File: src/rtl/stereo_gain_and_mono_resampler_defines.svh
// Assertion macros shared by the resampler RTL.
`ifndef STEREO_GAIN_AND_MONO_RESAMPLER_DEFINES_SVH
`define STEREO_GAIN_AND_MONO_RESAMPLER_DEFINES_SVH

// The consequent must hold in the same cycle as the antecedent.
`define SGMR_ASSERT_NOW(label, ante, cons, msg) \
    label: assert property (@(posedge i_clk) disable iff (!i_rst_n) \
        (ante) |-> (cons)) else $error(msg);

// The consequent must hold in the cycle after the antecedent.
`define SGMR_ASSERT_NEXT(label, ante, cons, msg) \
    label: assert property (@(posedge i_clk) disable iff (!i_rst_n) \
        (ante) |=> (cons)) else $error(msg);

`endif

File: src/rtl/sgmr_pkg.sv
package sgmr_pkg;

    localparam int SAMPLE_W   = 16;
    localparam int GAIN_W     = 15;
    localparam int STEP_W     = 19;
    localparam int PHASE_W    = 20;
    localparam int FRAC_W     = 16;
    localparam int CFG_IDX_W  = 2;
    localparam int CFG_DATA_W = 19;

    localparam int MAX_REF_PER_FRAME_DEF = 8;

    localparam logic [GAIN_W-1:0]  GAIN_UNITY = 15'h7FFF;
    localparam logic [STEP_W-1:0]  STEP_RESET = 19'h10000;
    localparam logic [PHASE_W-1:0] ONE_Q16    = 20'h10000;

    localparam logic [CFG_IDX_W-1:0] CFG_GAIN       = 2'd0;
    localparam logic [CFG_IDX_W-1:0] CFG_MUTE       = 2'd1;
    localparam logic [CFG_IDX_W-1:0] CFG_REF_ENABLE = 2'd2;
    localparam logic [CFG_IDX_W-1:0] CFG_STEP       = 2'd3;

    typedef enum logic [7:0] {
        S_IDLE  = 8'b0000_0001,
        S_MULT  = 8'b0000_0010,
        S_SCALE = 8'b0000_0100,
        S_MONO  = 8'b0000_1000,
        S_CHECK = 8'b0001_0000,
        S_PROD  = 8'b0010_0000,
        S_SUM   = 8'b0100_0000,
        S_OUT   = 8'b1000_0000
    } t_state;

    typedef struct packed {
        logic load;
        logic mult;
        logic scale;
        logic mono;
        logic diff;
        logic prod;
        logic emit_ref;
        logic emit_none;
        logic first;
        logic last;
        logic finish;
    } t_cmd;

    typedef struct packed {
        logic ref_enable;
        logic phase_lt_one;
        logic next_lt_one;
    } t_stat;

endpackage

File: src/rtl/stereo_gain_and_mono_resampler.sv
// Stereo gain stage with a mono reference resampler. Each accepted request
// is one stereo frame; the block returns one or more results per frame, the
// first carrying the scaled (or muted) frame and each carrying at most one
// linearly interpolated mono reference sample, with last marking the final
// result of the frame. With the reference path on, a frame yields up to
// MAX_REF_PER_FRAME reference samples, or none. The controller steps one
// frame at a time through the gain multiply, the saturation, the mono sum
// and, per reference sample, one interpolation multiply, one add and one
// output handshake, which the result side can stall. Configuration must be
// written only while the block is idle; the block itself does not enforce
// this. Writing ref_enable or the step register restarts the phase.
module stereo_gain_and_mono_resampler import sgmr_pkg::*; #(
    parameter int MAX_REF_PER_FRAME = MAX_REF_PER_FRAME_DEF
) (
    input  logic                       i_clk,
    input  logic                       i_rst_n,
    input  logic                       i_cfg_we,
    input  logic [CFG_IDX_W-1:0]       i_cfg_index,
    input  logic [CFG_DATA_W-1:0]      i_cfg_data,
    input  logic                       i_valid,
    output logic                       o_ready,
    input  logic signed [SAMPLE_W-1:0] i_left_in,
    input  logic signed [SAMPLE_W-1:0] i_right_in,
    output logic                       o_valid,
    input  logic                       i_ready,
    output logic                       o_play_valid,
    output logic signed [SAMPLE_W-1:0] o_play_left,
    output logic signed [SAMPLE_W-1:0] o_play_right,
    output logic                       o_ref_valid,
    output logic signed [SAMPLE_W-1:0] o_ref_sample,
    output logic                       o_last
);

    t_cmd  w_cmd;
    t_stat w_stat;

    sgmr_ctrl #(
        .MAX_REF_PER_FRAME (MAX_REF_PER_FRAME)
    ) u_ctrl (
        .i_clk       (i_clk),
        .i_rst_n     (i_rst_n),
        .i_in_valid  (i_valid),
        .o_in_ready  (o_ready),
        .o_out_valid (o_valid),
        .i_out_ready (i_ready),
        .i_stat      (w_stat),
        .o_cmd       (w_cmd)
    );

    sgmr_dp u_dp (
        .i_clk        (i_clk),
        .i_rst_n      (i_rst_n),
        .i_cfg_we     (i_cfg_we),
        .i_cfg_index  (i_cfg_index),
        .i_cfg_data   (i_cfg_data),
        .i_left_in    (i_left_in),
        .i_right_in   (i_right_in),
        .i_cmd        (w_cmd),
        .o_stat       (w_stat),
        .o_play_valid (o_play_valid),
        .o_play_left  (o_play_left),
        .o_play_right (o_play_right),
        .o_ref_valid  (o_ref_valid),
        .o_ref_sample (o_ref_sample),
        .o_last       (o_last)
    );

endmodule

File: src/rtl/sgmr_ctrl.sv
`include "stereo_gain_and_mono_resampler_defines.svh"

module sgmr_ctrl import sgmr_pkg::*; #(
    parameter int MAX_REF_PER_FRAME = MAX_REF_PER_FRAME_DEF
) (
    input  logic  i_clk,
    input  logic  i_rst_n,
    input  logic  i_in_valid,
    output logic  o_in_ready,
    output logic  o_out_valid,
    input  logic  i_out_ready,
    input  t_stat i_stat,
    output t_cmd  o_cmd
);

    localparam int CNT_W = $clog2(MAX_REF_PER_FRAME + 1);
    localparam logic [CNT_W-1:0] CNT_MAX = CNT_W'(MAX_REF_PER_FRAME);

    t_state           r_state, n_state;
    logic [CNT_W-1:0] r_cnt, n_cnt;
    logic             r_last, n_last;
    logic             w_sum_last;

    assign o_in_ready  = (r_state == S_IDLE);
    assign o_out_valid = (r_state == S_OUT);

    // The sample being formed is the final one when the phase leaves the
    // interval after this step or the per-frame cap is reached.
    assign w_sum_last = !i_stat.next_lt_one || ((r_cnt + CNT_W'(1)) == CNT_MAX);

    always_comb begin
        n_state = r_state;
        n_cnt   = r_cnt;
        n_last  = r_last;
        o_cmd   = '0;
        unique case (r_state)
            S_IDLE: begin
                if (i_in_valid) begin
                    o_cmd.load = 1'b1;
                    n_state    = S_MULT;
                end
            end
            S_MULT: begin
                o_cmd.mult = 1'b1;
                n_state    = S_SCALE;
            end
            S_SCALE: begin
                o_cmd.scale = 1'b1;
                n_state     = S_MONO;
            end
            S_MONO: begin
                o_cmd.mono = 1'b1;
                n_cnt      = '0;
                if (i_stat.ref_enable) begin
                    n_state = S_CHECK;
                end else begin
                    n_state = S_OUT;
                end
            end
            S_CHECK: begin
                // The mono sample is now registered, so a frame without
                // reference output can be emitted from here.
                o_cmd.diff = 1'b1;
                if (i_stat.phase_lt_one) begin
                    n_state = S_PROD;
                end else begin
                    o_cmd.emit_none = 1'b1;
                    n_last          = 1'b1;
                    n_state         = S_OUT;
                end
            end
            S_PROD: begin
                o_cmd.prod = 1'b1;
                n_state    = S_SUM;
            end
            S_SUM: begin
                o_cmd.emit_ref = 1'b1;
                o_cmd.first    = (r_cnt == '0);
                o_cmd.last     = w_sum_last;
                n_last         = w_sum_last;
                n_cnt          = r_cnt + CNT_W'(1);
                n_state        = S_OUT;
            end
            S_OUT: begin
                if (i_out_ready) begin
                    if (r_last) begin
                        o_cmd.finish = 1'b1;
                        n_state      = S_IDLE;
                    end else begin
                        n_state = S_PROD;
                    end
                end
            end
            default: begin
                n_state = S_IDLE;
            end
        endcase
        // A disabled reference path yields one result that is also the last.
        if (r_state == S_MONO && !i_stat.ref_enable) begin
            o_cmd.emit_none = 1'b1;
            n_last          = 1'b1;
        end
    end

    always_ff @(posedge i_clk) begin
        if (!i_rst_n) begin
            r_state <= S_IDLE;
            r_cnt   <= '0;
            r_last  <= 1'b0;
        end else begin
            r_state <= n_state;
            r_cnt   <= n_cnt;
            r_last  <= n_last;
        end
    end

    `SGMR_ASSERT_NOW(a_ready_excl, o_out_valid, !o_in_ready, "input ready while result pending")
    `SGMR_ASSERT_NOW(a_cnt_cap, 1'b1, r_cnt <= CNT_MAX, "reference count exceeds cap")
    `SGMR_ASSERT_NEXT(a_last_frees, o_out_valid && i_out_ready && r_last, o_in_ready,
        "block not ready after final result")
    `SGMR_ASSERT_NEXT(a_accept_busy, i_in_valid && o_in_ready, !o_in_ready && !o_out_valid,
        "accepted request did not start processing")

endmodule

File: src/rtl/sgmr_dp.sv
module sgmr_dp import sgmr_pkg::*; (
    input  logic                       i_clk,
    input  logic                       i_rst_n,
    input  logic                       i_cfg_we,
    input  logic [CFG_IDX_W-1:0]       i_cfg_index,
    input  logic [CFG_DATA_W-1:0]      i_cfg_data,
    input  logic signed [SAMPLE_W-1:0] i_left_in,
    input  logic signed [SAMPLE_W-1:0] i_right_in,
    input  t_cmd                       i_cmd,
    output t_stat                      o_stat,
    output logic                       o_play_valid,
    output logic signed [SAMPLE_W-1:0] o_play_left,
    output logic signed [SAMPLE_W-1:0] o_play_right,
    output logic                       o_ref_valid,
    output logic signed [SAMPLE_W-1:0] o_ref_sample,
    output logic                       o_last
);

    localparam int PROD_W = 2 * SAMPLE_W;
    localparam int DIFF_W = SAMPLE_W + 1;
    localparam int IPROD_W = 2 * DIFF_W;

    logic [GAIN_W-1:0]          r_gain;
    logic                       r_mute;
    logic                       r_ref_en;
    logic [STEP_W-1:0]          r_step;
    logic [PHASE_W-1:0]         r_phase;
    logic                       r_have_prev;
    logic signed [SAMPLE_W-1:0] r_prev;

    logic signed [SAMPLE_W-1:0] r_l, r_r;
    logic signed [PROD_W-1:0]   r_pl, r_pr;
    logic signed [SAMPLE_W-1:0] r_sl, r_sr;
    logic signed [SAMPLE_W-1:0] r_cur;
    logic signed [DIFF_W-1:0]   r_diff;
    logic signed [IPROD_W-1:0]  r_prod;

    logic                       r_o_play_valid;
    logic signed [SAMPLE_W-1:0] r_o_play_left, r_o_play_right;
    logic                       r_o_ref_valid;
    logic signed [SAMPLE_W-1:0] r_o_ref_sample;
    logic                       r_o_last;

    logic signed [SAMPLE_W-1:0] w_base;
    logic signed [DIFF_W-1:0]   w_mono_sum;
    logic signed [DIFF_W-1:0]   w_interp;
    logic [PHASE_W-1:0]         w_phase_add;

    // Floor of the Q15 product, clamped to the sample range.
    function automatic logic signed [SAMPLE_W-1:0] sat_q15(input logic signed [PROD_W-1:0] p);
        logic signed [SAMPLE_W:0] t;
        t = p[PROD_W-1:GAIN_W];
        if (t[SAMPLE_W] != t[SAMPLE_W-1]) begin
            sat_q15 = t[SAMPLE_W] ? {1'b1, {(SAMPLE_W-1){1'b0}}} : {1'b0, {(SAMPLE_W-1){1'b1}}};
        end else begin
            sat_q15 = t[SAMPLE_W-1:0];
        end
    endfunction

    assign w_base      = r_have_prev ? r_prev : r_cur;
    assign w_mono_sum  = {r_sl[SAMPLE_W-1], r_sl} + {r_sr[SAMPLE_W-1], r_sr};
    assign w_interp    = {w_base[SAMPLE_W-1], w_base} + r_prod[IPROD_W-2:FRAC_W];
    assign w_phase_add = r_phase + {{(PHASE_W-STEP_W){1'b0}}, r_step};

    assign o_stat.ref_enable   = r_ref_en;
    assign o_stat.phase_lt_one = (r_phase < ONE_Q16);
    assign o_stat.next_lt_one  = (w_phase_add < ONE_Q16);

    assign o_play_valid = r_o_play_valid;
    assign o_play_left  = r_o_play_left;
    assign o_play_right = r_o_play_right;
    assign o_ref_valid  = r_o_ref_valid;
    assign o_ref_sample = r_o_ref_sample;
    assign o_last       = r_o_last;

    // Configuration, phase and history state.
    always_ff @(posedge i_clk) begin
        if (!i_rst_n) begin
            r_gain      <= GAIN_UNITY;
            r_mute      <= 1'b0;
            r_ref_en    <= 1'b0;
            r_step      <= STEP_RESET;
            r_phase     <= '0;
            r_have_prev <= 1'b0;
        end else if (i_cfg_we) begin
            unique case (i_cfg_index)
                CFG_GAIN:       r_gain <= i_cfg_data[GAIN_W-1:0];
                CFG_MUTE:       r_mute <= i_cfg_data[0];
                CFG_REF_ENABLE: begin
                    r_ref_en <= i_cfg_data[0];
                    r_phase  <= '0;
                end
                CFG_STEP:       begin
                    r_step  <= i_cfg_data[STEP_W-1:0];
                    r_phase <= '0;
                end
                default: ;
            endcase
        end else if (i_cmd.emit_ref) begin
            r_phase <= w_phase_add;
        end else if (i_cmd.finish) begin
            if (r_ref_en) begin
                if (r_phase >= ONE_Q16) begin
                    r_phase <= r_phase - ONE_Q16;
                end
                r_have_prev <= 1'b1;
            end else begin
                r_have_prev <= 1'b0;
            end
        end
    end

    always_ff @(posedge i_clk) begin
        if (i_cmd.finish && r_ref_en) begin
            r_prev <= r_cur;
        end
        if (i_cmd.load) begin
            r_l <= i_left_in;
            r_r <= i_right_in;
        end
        if (i_cmd.mult) begin
            r_pl <= r_l * $signed({1'b0, r_gain});
            r_pr <= r_r * $signed({1'b0, r_gain});
        end
        if (i_cmd.scale) begin
            if (r_mute) begin
                r_sl <= '0;
                r_sr <= '0;
            end else if (r_gain == GAIN_UNITY) begin
                r_sl <= r_l;
                r_sr <= r_r;
            end else begin
                r_sl <= sat_q15(r_pl);
                r_sr <= sat_q15(r_pr);
            end
        end
        if (i_cmd.mono) begin
            r_cur <= w_mono_sum[DIFF_W-1:1];
        end
        if (i_cmd.diff) begin
            r_diff <= {r_cur[SAMPLE_W-1], r_cur} - {w_base[SAMPLE_W-1], w_base};
        end
        if (i_cmd.prod) begin
            r_prod <= r_diff * $signed({1'b0, r_phase[FRAC_W-1:0]});
        end
        if (i_cmd.emit_ref) begin
            r_o_play_valid <= i_cmd.first;
            r_o_play_left  <= i_cmd.first ? r_sl : '0;
            r_o_play_right <= i_cmd.first ? r_sr : '0;
            r_o_ref_valid  <= 1'b1;
            r_o_ref_sample <= w_interp[SAMPLE_W-1:0];
            r_o_last       <= i_cmd.last;
        end else if (i_cmd.emit_none) begin
            r_o_play_valid <= 1'b1;
            r_o_play_left  <= r_sl;
            r_o_play_right <= r_sr;
            r_o_ref_valid  <= 1'b0;
            r_o_ref_sample <= '0;
            r_o_last       <= 1'b1;
        end
    end

endmodule

File: config.mk
export PLATFORM = sky130hd
export DESIGN_NAME = stereo_gain_and_mono_resampler
export DESIGN_NICKNAME = d
export VERILOG_FILES = /design/src/rtl/sgmr_pkg.sv /design/src/rtl/stereo_gain_and_mono_resampler.sv /design/src/rtl/sgmr_ctrl.sv /design/src/rtl/sgmr_dp.sv
export VERILOG_INCLUDE_DIRS = /design/src /design/src/rtl
export SDC_FILE = /design/constraint.sdc
export NUM_CORES = 2
export LEC_CHECK = 0
export BUFFER_PORTS_ARGS = -buffer_cell sky130_fd_sc_hd__buf_4
export CORE_ASPECT_RATIO = 0.75
export CORE_MARGIN = 3
export CORE_UTILIZATION = 35
export CTS_CLUSTER_DIAMETER = 80
export DETAILED_ROUTE_END_ITERATION = 10
export GPL_TIMING_DRIVEN = 0
export PLACE_DENSITY_LB_ADDON = 0.08
export SYNTH_ARGS = -nofsm -noshare
export SYNTH_HDL_FRONTEND = slang
export SYNTH_SLANG_ARGS = --single-unit
File: constraint.sdc
create_clock -name i_clk -period 7.75 [get_ports i_clk]
set_input_delay 0.3875 -clock i_clk [delete_from_list [all_inputs] [get_ports i_clk]]
set_output_delay 0.3875 -clock i_clk [all_outputs]
set_load 0.01 [all_outputs]
# ---- Word level (Yosys, flattened, before mapping)
# Index checks and enable logic that the tools add are counted.
dict set report op_classes {
  n_addsub 6
  mul 3
  magnitude_cmp 3
  n_eq_ne 19
  n_mux 50
  bitwise_logic 2
  n_reduce_logical 22
}
# op count
set ops {}
lappend ops {{two-way mux 16 bit} 15}
lappend ops {{two-way mux 20 bit} 6}
lappend ops {{multiplier 16 x 16 -> 32 bit} 2}
lappend ops {{one-hot mux 8 bit (8 select lines)} 1}
lappend ops {{< comparator 20 x 17 -> 1 bit (second input constant)} 2}
lappend ops {{multiplier 17 x 17 -> 32 bit} 1}
lappend ops {{two-way mux 8 bit} 4}
lappend ops {{adder 20 x 19 -> 20 bit} 1}
lappend ops {{>= comparator 20 x 17 -> 1 bit (second input constant)} 1}
lappend ops {{two-way mux 1 bit} 20}
lappend ops {{subtractor 20 x 17 -> 20 bit (second input constant)} 1}
lappend ops {{adder 16 x 16 -> 17 bit} 1}
lappend ops {{subtractor 16 x 16 -> 17 bit} 1}
lappend ops {{adder 16 bit} 1}
lappend ops {{equality test 15 bit (second input constant)} 1}
lappend ops {{AND reduction 2 bit} 6}
lappend ops {{nonzero test 3 bit} 4}
lappend ops {{equality test 8 x 1 -> 1 bit (second input constant)} 1}
lappend ops {{equality test 8 x 2 -> 1 bit (second input constant)} 1}
lappend ops {{equality test 8 x 3 -> 1 bit (second input constant)} 1}
lappend ops {{equality test 8 x 4 -> 1 bit (second input constant)} 1}
lappend ops {{equality test 8 x 5 -> 1 bit (second input constant)} 1}
lappend ops {{equality test 8 x 6 -> 1 bit (second input constant)} 1}
lappend ops {{equality test 8 x 7 -> 1 bit (second input constant)} 1}
lappend ops {{23 further kinds} 30}
dict set report totals {
  reg_bits 330
  output_inout_bits 53
}

# ---- Depth between registers and ports, before layout
dict set report depth {
  ltp_word 7
  depth_mapped 26
  mapped_depth_nobuf 24
}

# ---- Cells and area by module
# Synthesis repeated with hierarchy kept, for this count alone.
dict set report hier_totals {
  cells_unflattened 4199
  area_unflattened_um2 40873.0
}
# mod n_inst cells_per_inst area_each_um2
set by_module_without_submodules {}
lappend by_module_without_submodules {sgmr_dp 1 4110 40118.5}
lappend by_module_without_submodules {sgmr_ctrl 1 89 754.5}

# ---- Worst setup path before layout
# No wires, ideal clock.
dict set report synth_path {
  path_type {reg-to-reg}
  startpoint {register u_dp.r_phase[2]}
  endpoint {register u_dp.r_prod[31] (data pin)}
  setup_time_ps 260
  t_arrival_ps 5973
  path_slack_ps 1518
  path_stages_with_launch 22
  synth_period_minus_slack_ps 6232
  path_cell_list {dfxtp_1 > clkbuf_1 > clkbuf_1 > nand2_1 > fa_1 > fa_1 > fa_1 > inv_1 > fa_1 > fa_1 > inv_1 > fa_1 > inv_1 > ha_1 > a2111oi_0 > or3_1 > o311ai_1 > a41o_1 > a221oi_1 > a21oi_1 > a21oi_1 > xnor2_1}
}
dict set report synth_via {
  elab_chain_len 1
}
# item line
set synth_rtl {}
lappend synth_rtl {{start: declaration} sgmr_dp.sv:27} ;# logic [PHASE_W-1:0] r_phase;
lappend synth_rtl {{start signal: assignment} sgmr_dp.sv:100} ;# r_phase <= w_phase_add;
lappend synth_rtl {{start signal: assignment} sgmr_dp.sv:104} ;# r_phase <= r_phase - ONE_Q16;
lappend synth_rtl {{multiplier 17 x 17 -> 32 bit} sgmr_dp.sv:144} ;# r_prod <= r_diff * $signed({1'b0, r_phase[FRAC_W-1:0]});
lappend synth_rtl {{end signal: assignment} sgmr_dp.sv:144}
lappend synth_rtl {{end: declaration} sgmr_dp.sv:36} ;# logic signed [IPROD_W-1:0] r_prod;
# No other way between the ends.
# A chain may end at the register's enable or synchronous reset.

# ---- Worst setup path in the final report
dict set report layout_path {
  startpoint {register u_dp.r_gain[6]}
  endpoint {register u_dp.r_pr[31] (data pin)}
}
dict set report layout_via {
  elab_chain_len 1
}
# item line
set layout_rtl {}
lappend layout_rtl {{start: declaration} sgmr_dp.sv:23} ;# logic [GAIN_W-1:0] r_gain;
lappend layout_rtl {{start signal: assignment} sgmr_dp.sv:87} ;# CFG_GAIN: r_gain <= i_cfg_data[GAIN_W-1:0];
lappend layout_rtl {{multiplier 16 x 16 -> 32 bit} sgmr_dp.sv:123} ;# r_pr <= r_r * $signed({1'b0, r_gain});
lappend layout_rtl {{end signal: assignment} sgmr_dp.sv:123}
lappend layout_rtl {{end: declaration} sgmr_dp.sv:32} ;# logic signed [PROD_W-1:0] r_pl, r_pr;
# No other way between the ends.

==> impl_metrics.sql <==
INSERT INTO impl_metrics (metric_group, metric, value, unit) VALUES
('global_routing', 'grt_first_pass_wirelength', '196', 'mm'),
('worst_setup_path', 'crit_required', '8.12', 'ns'),
('cts', 'clk_transition_reported_paths', '0.06', 'ns'),
('sta', 'finalCritPeriodShare', '96.8', '%'),
('place', 'placed_area', '0.0437', 'mm²'),
('final_layout', 'finalNetCount', '5509', ''),
('final_layout', 'final-instance-count-excl-fill', '5939', ''),
('worst_setup_path', 'critical_path_buf_inv_count', '5', ''),
('synthesis', 'yosys_most_used_dff', 'sky130_fd_sc_hd__edfxtp_1', ''),
('place', 'dp_worst_setup_slack', '-0.254', 'ns'),
('worst_setup_path', 'setup.worst_path.start_class', 'flip-flop', ''),
('synthesis', 'synth_largest_type_area_fraction', '37.2', '%'),
('synthesis', 'synth_cell_type_count', '72', ''),
('routing', 'wirelength', '129', 'mm'),
('worst_setup_path', 'worst_path_largest_cell_delay', '0.64', 'ns'),
('floorplanning', 'die_width', '400', 'µm'),
('routing', 'vias_per_cell', '4.74', ''),
('global_routing', 'antenna_violations_before_repair', '15', ''),
('worst_setup_path', 'timing.critical_path.cells', 'clkbuf_2 -> and2_1 -> fa_1 -> inv_1 -> fa_1 -> inv_1 -> fa_1 -> fa_1 -> fa_1 -> inv_1 -> fa_1 -> inv_1 -> ha_1 -> a211oi_2 -> o211ai_1 -> a221oi_4 -> a21oi_2 -> a311oi_4 -> a31oi_4 -> a41oi_2 -> nor2_1 -> a211oi_1', ''),
('synthesis', 'synth_area_per_cell', '9.73', 'µm²'),
('sta', 'maxSlewViolCount', '0', ''),
('global_routing', 'grt_max_degree', '33', ''),
('sta', 'fmaxAchievable', '133', 'MHz'),
('worst_setup_path', 'regToRegStartpoint', 'u_dp.r_gain[6]', ''),
('worst_setup_path', 'path_delay_family', 'adder cells', ''),
('place', 'number_of_cells_after_detailed_placement', '5836', ''),
('worst_setup_path', 'crit_start', 'u_dp.r_gain[6]', ''),
('floorplanning', 'fp.coreArea', '0.115', 'mm²'),
('synthesis', 'yosysWarnings', '0', ''),
('routing', 'route.detailed.wl_per_inst', '21.8', 'µm'),
('sta', 'rsz0062_at_grt', 'no', ''),
('sta', 'skew_final', '0.0246', 'ns'),
('synthesis', 'netlist_top_cells_area', 'sky130_fd_sc_hd__fa_1, sky130_fd_sc_hd__edfxtp_1, sky130_fd_sc_hd__ha_1', ''),
('synthesis', 'ys_seq_elements', '284', ''),
('routing', 'detail_route.first_pass.iterations', '5', ''),
('synthesis', 'synth_area_leader_cell', 'sky130_fd_sc_hd__fa_1', ''),
('final_layout', 'areaGrowthSynthToFinish', '11.2', '%'),
('worst_setup_path', 'critical_path_endpoint_category', 'flip-flop', ''),
('final_layout', 'final_design_area_no_fill', '0.0454', 'mm²'),
('place', 'post_detail_place_hpwl', '109', 'mm'),
('synthesis', 'synth_area', '0.0408', 'mm²'),
('hold_path', 'hold_path_class', 'input port to flip-flop', ''),
('sta', 'slew_headroom', '11.1', '%'),
('global_routing', 'grt_remaining_overflow', '0', ''),
('floorplanning', 'initial_utilization', '35.6', '%'),
('routing', 'drt_first_iter_violations', '2133', ''),
('final_layout', 'post_route_cells_drive_above_1_share', '6.17', '%'),
('sta', 'hold_ws', '0.0814', 'ns'),
('routing', 'route.vias.total', '28200', ''),
('floorplanning', 'fp-row-count', '107', ''),
('routing', 'final_antenna_net_count', '0', ''),
('worst_setup_path', 'crit_path_frequent_cell', 'sky130_fd_sc_hd__fa_1', ''),
('synthesis', 'post_synthesis_net_count', '5322', ''),
('sta', 'final_hold_fails', '0', ''),
('sta', 'final_critical_path_setup_slack', '0.248', 'ns'),
('sta', 'worstMarginPinSlew', '1.33', 'ns'),
('synthesis', 'syn_inst', '4194', ''),
('sta', 'setup_viol', '0', ''),
('place', 'numPortBuffers', '110', ''),
('synthesis', 'async_flop_share', '0', '%'),
('worst_setup_path', 'cpMaxStageDelayCell', 'sky130_fd_sc_hd__dfxtp_1', ''),
('cts', 'tritoncts', 'done', ''),
('worst_setup_path', 'timing.setup.critical_path_class', 'flip-flop to flip-flop', ''),
('synthesis', 'yosysSeqAreaShare', '19.2', '%'),
('cts', 'htree_levels', '2', ''),
('hold_path', 'min_from', 'i_cfg_data[16]', ''),
('synthesis', 'synthMostInstantiatedCell', 'sky130_fd_sc_hd__inv_1', ''),
('floorplanning', 'chipHeight', '302', 'µm'),
('sta', 'period_minus_slack', '7.50', 'ns'),
('routing', 'drc_errors', '0', ''),
('status', 'status', 'complete, no violations', '');
## kinds of logic (layout without fill, tap and decap cells)
logic type	count (synthesis)	count (layout)	synth area share, %
AOI/OAI and AO/OA	356	356	5.93
xor gates and xnor gates	127	127	2.73
adders and majority gates	1070	1070	46.8
buffers and inverters	1115	1330	10.3
DFF	284	284	19.2
muxes	16	16	0.392
other	0	4	0
and+or+nand+nor	1226	1226	14.8
## repair_timing
action | CTS | global route
setup endpoints to repair | 11 | 15
resized for setup | 26 | 67
setup buffers | 0 | 5
endpoints found under the hold margin | 32 | 0
hold buffers | 32 | 0
## flip-flops by register name, summed over array words and instances, names as in the netlist, 4 cells and up
name	count
u_dp.r_gain	15
u_dp.r_phase	20
u_dp.r_pl	17
u_dp.r_pr	17
u_dp.r_cur	16
u_ctrl.r_cnt	4
u_dp.o_play_left	16
u_dp.r_step	19
u_dp.r_prod	16
u_dp.r_sr	16
u_dp.o_ref_sample	16
u_dp.r_l	16
u_ctrl.r_state	8
u_dp.r_r	16
u_dp.r_sl	16
u_dp.r_diff	17
u_dp.r_prev	16
u_dp.o_play_right	16
## final timing paths
check,to,slack [ns],cells after the start
max,u_dp.r_pr[31],0.25,22
min,u_dp.r_step[16],0.08,3
max reg2reg,u_dp.r_pr[31],0.25,22
min reg2reg,u_dp.r_step[15],0.48,2
## per-stage QoR
| stage | utilization, % | setup TNS [ns] |
|---|---|---|
| 4_1_cts | 39.5 | 0 |
| 5_1_grt | 39.6 | 0 |
| 3_5_place_dp | 38.1 | -1.45 |
| 3_3_place_gp | 38.0 | -2.48 |
| 6_report | 39.6 | 0 |
| 2_1_floorplan | - | 0 |
## routing by layer
| metal | routed length, µm | track usage, % | vias up |
|---|---|---|---|
| li1 | - | - | 13200 |
| met1 | 67800 | 35.0 | 14200 |
| met2 | 49600 | 29.7 | 737 |
| met3 | 10500 | 5.68 | 74 |
| met4 | 1490 | 2.86 | 0 |
| met5 | 0 | 0 | - |
## area by class of cell
class	count	area (µm²)	area share [%]
multi-input cells	2795	28900	63.6
flip-flops and latches	284	7820	17.2
inverters	945	3550	7.82
well taps	1526	1910	4.21
repair buffers	153	1290	2.85
clock buffers	41	960	2.11
plain buffers	166	693	1.53
clock inverters	25	289	0.637
diodes	4	10.0	0.0221
## cell usage in the layout (no fill, tap or decap), types with 10 or more instances in the layout
cell type                       instances
sky130_fd_sc_hd__mux2i_1               16
sky130_fd_sc_hd__dfxtp_1               67
sky130_fd_sc_hd__nor3_1                29
sky130_fd_sc_hd__a31oi_1               13
sky130_fd_sc_hd__o21ai_0               38
sky130_fd_sc_hd__and2_1               402
sky130_fd_sc_hd__dlygate4sd3_1         32
sky130_fd_sc_hd__edfxtp_1             213
sky130_fd_sc_hd__a21boi_0              24
sky130_fd_sc_hd__nand3_1               41
sky130_fd_sc_hd__a21o_1                32
sky130_fd_sc_hd__clkbuf_16             36
sky130_fd_sc_hd__nor2b_1               35
sky130_fd_sc_hd__a21oi_1               99
sky130_fd_sc_hd__o21a_1                19
sky130_fd_sc_hd__clkbuf_1             106
sky130_fd_sc_hd__and3_1                14
sky130_fd_sc_hd__xnor2_1               99
sky130_fd_sc_hd__buf_4                115
sky130_fd_sc_hd__fa_1                 759
sky130_fd_sc_hd__nor2_1               134
sky130_fd_sc_hd__ha_1                 311
sky130_fd_sc_hd__inv_1                944
sky130_fd_sc_hd__a22oi_1               16
sky130_fd_sc_hd__nand4_1               14
sky130_fd_sc_hd__xor2_1                28
sky130_fd_sc_hd__a211oi_1              48
sky130_fd_sc_hd__or3_1                 10
sky130_fd_sc_hd__nand2b_1              10
sky130_fd_sc_hd__clkbuf_2              51
sky130_fd_sc_hd__nand2_1              503
## worst reg2reg max path, delay by kind of cell (launching register included)
kind            cells  cell delay (ns)
compound gates      8             2.52
buf+inv             5             0.76
fa+ha+maj           7             3.07
simple gates        2             0.30
flops               1             0.64
Power is left out: the tool's default activity adds up to more than one toggle a clock period on the data nets, which glitch-free logic cannot reach.
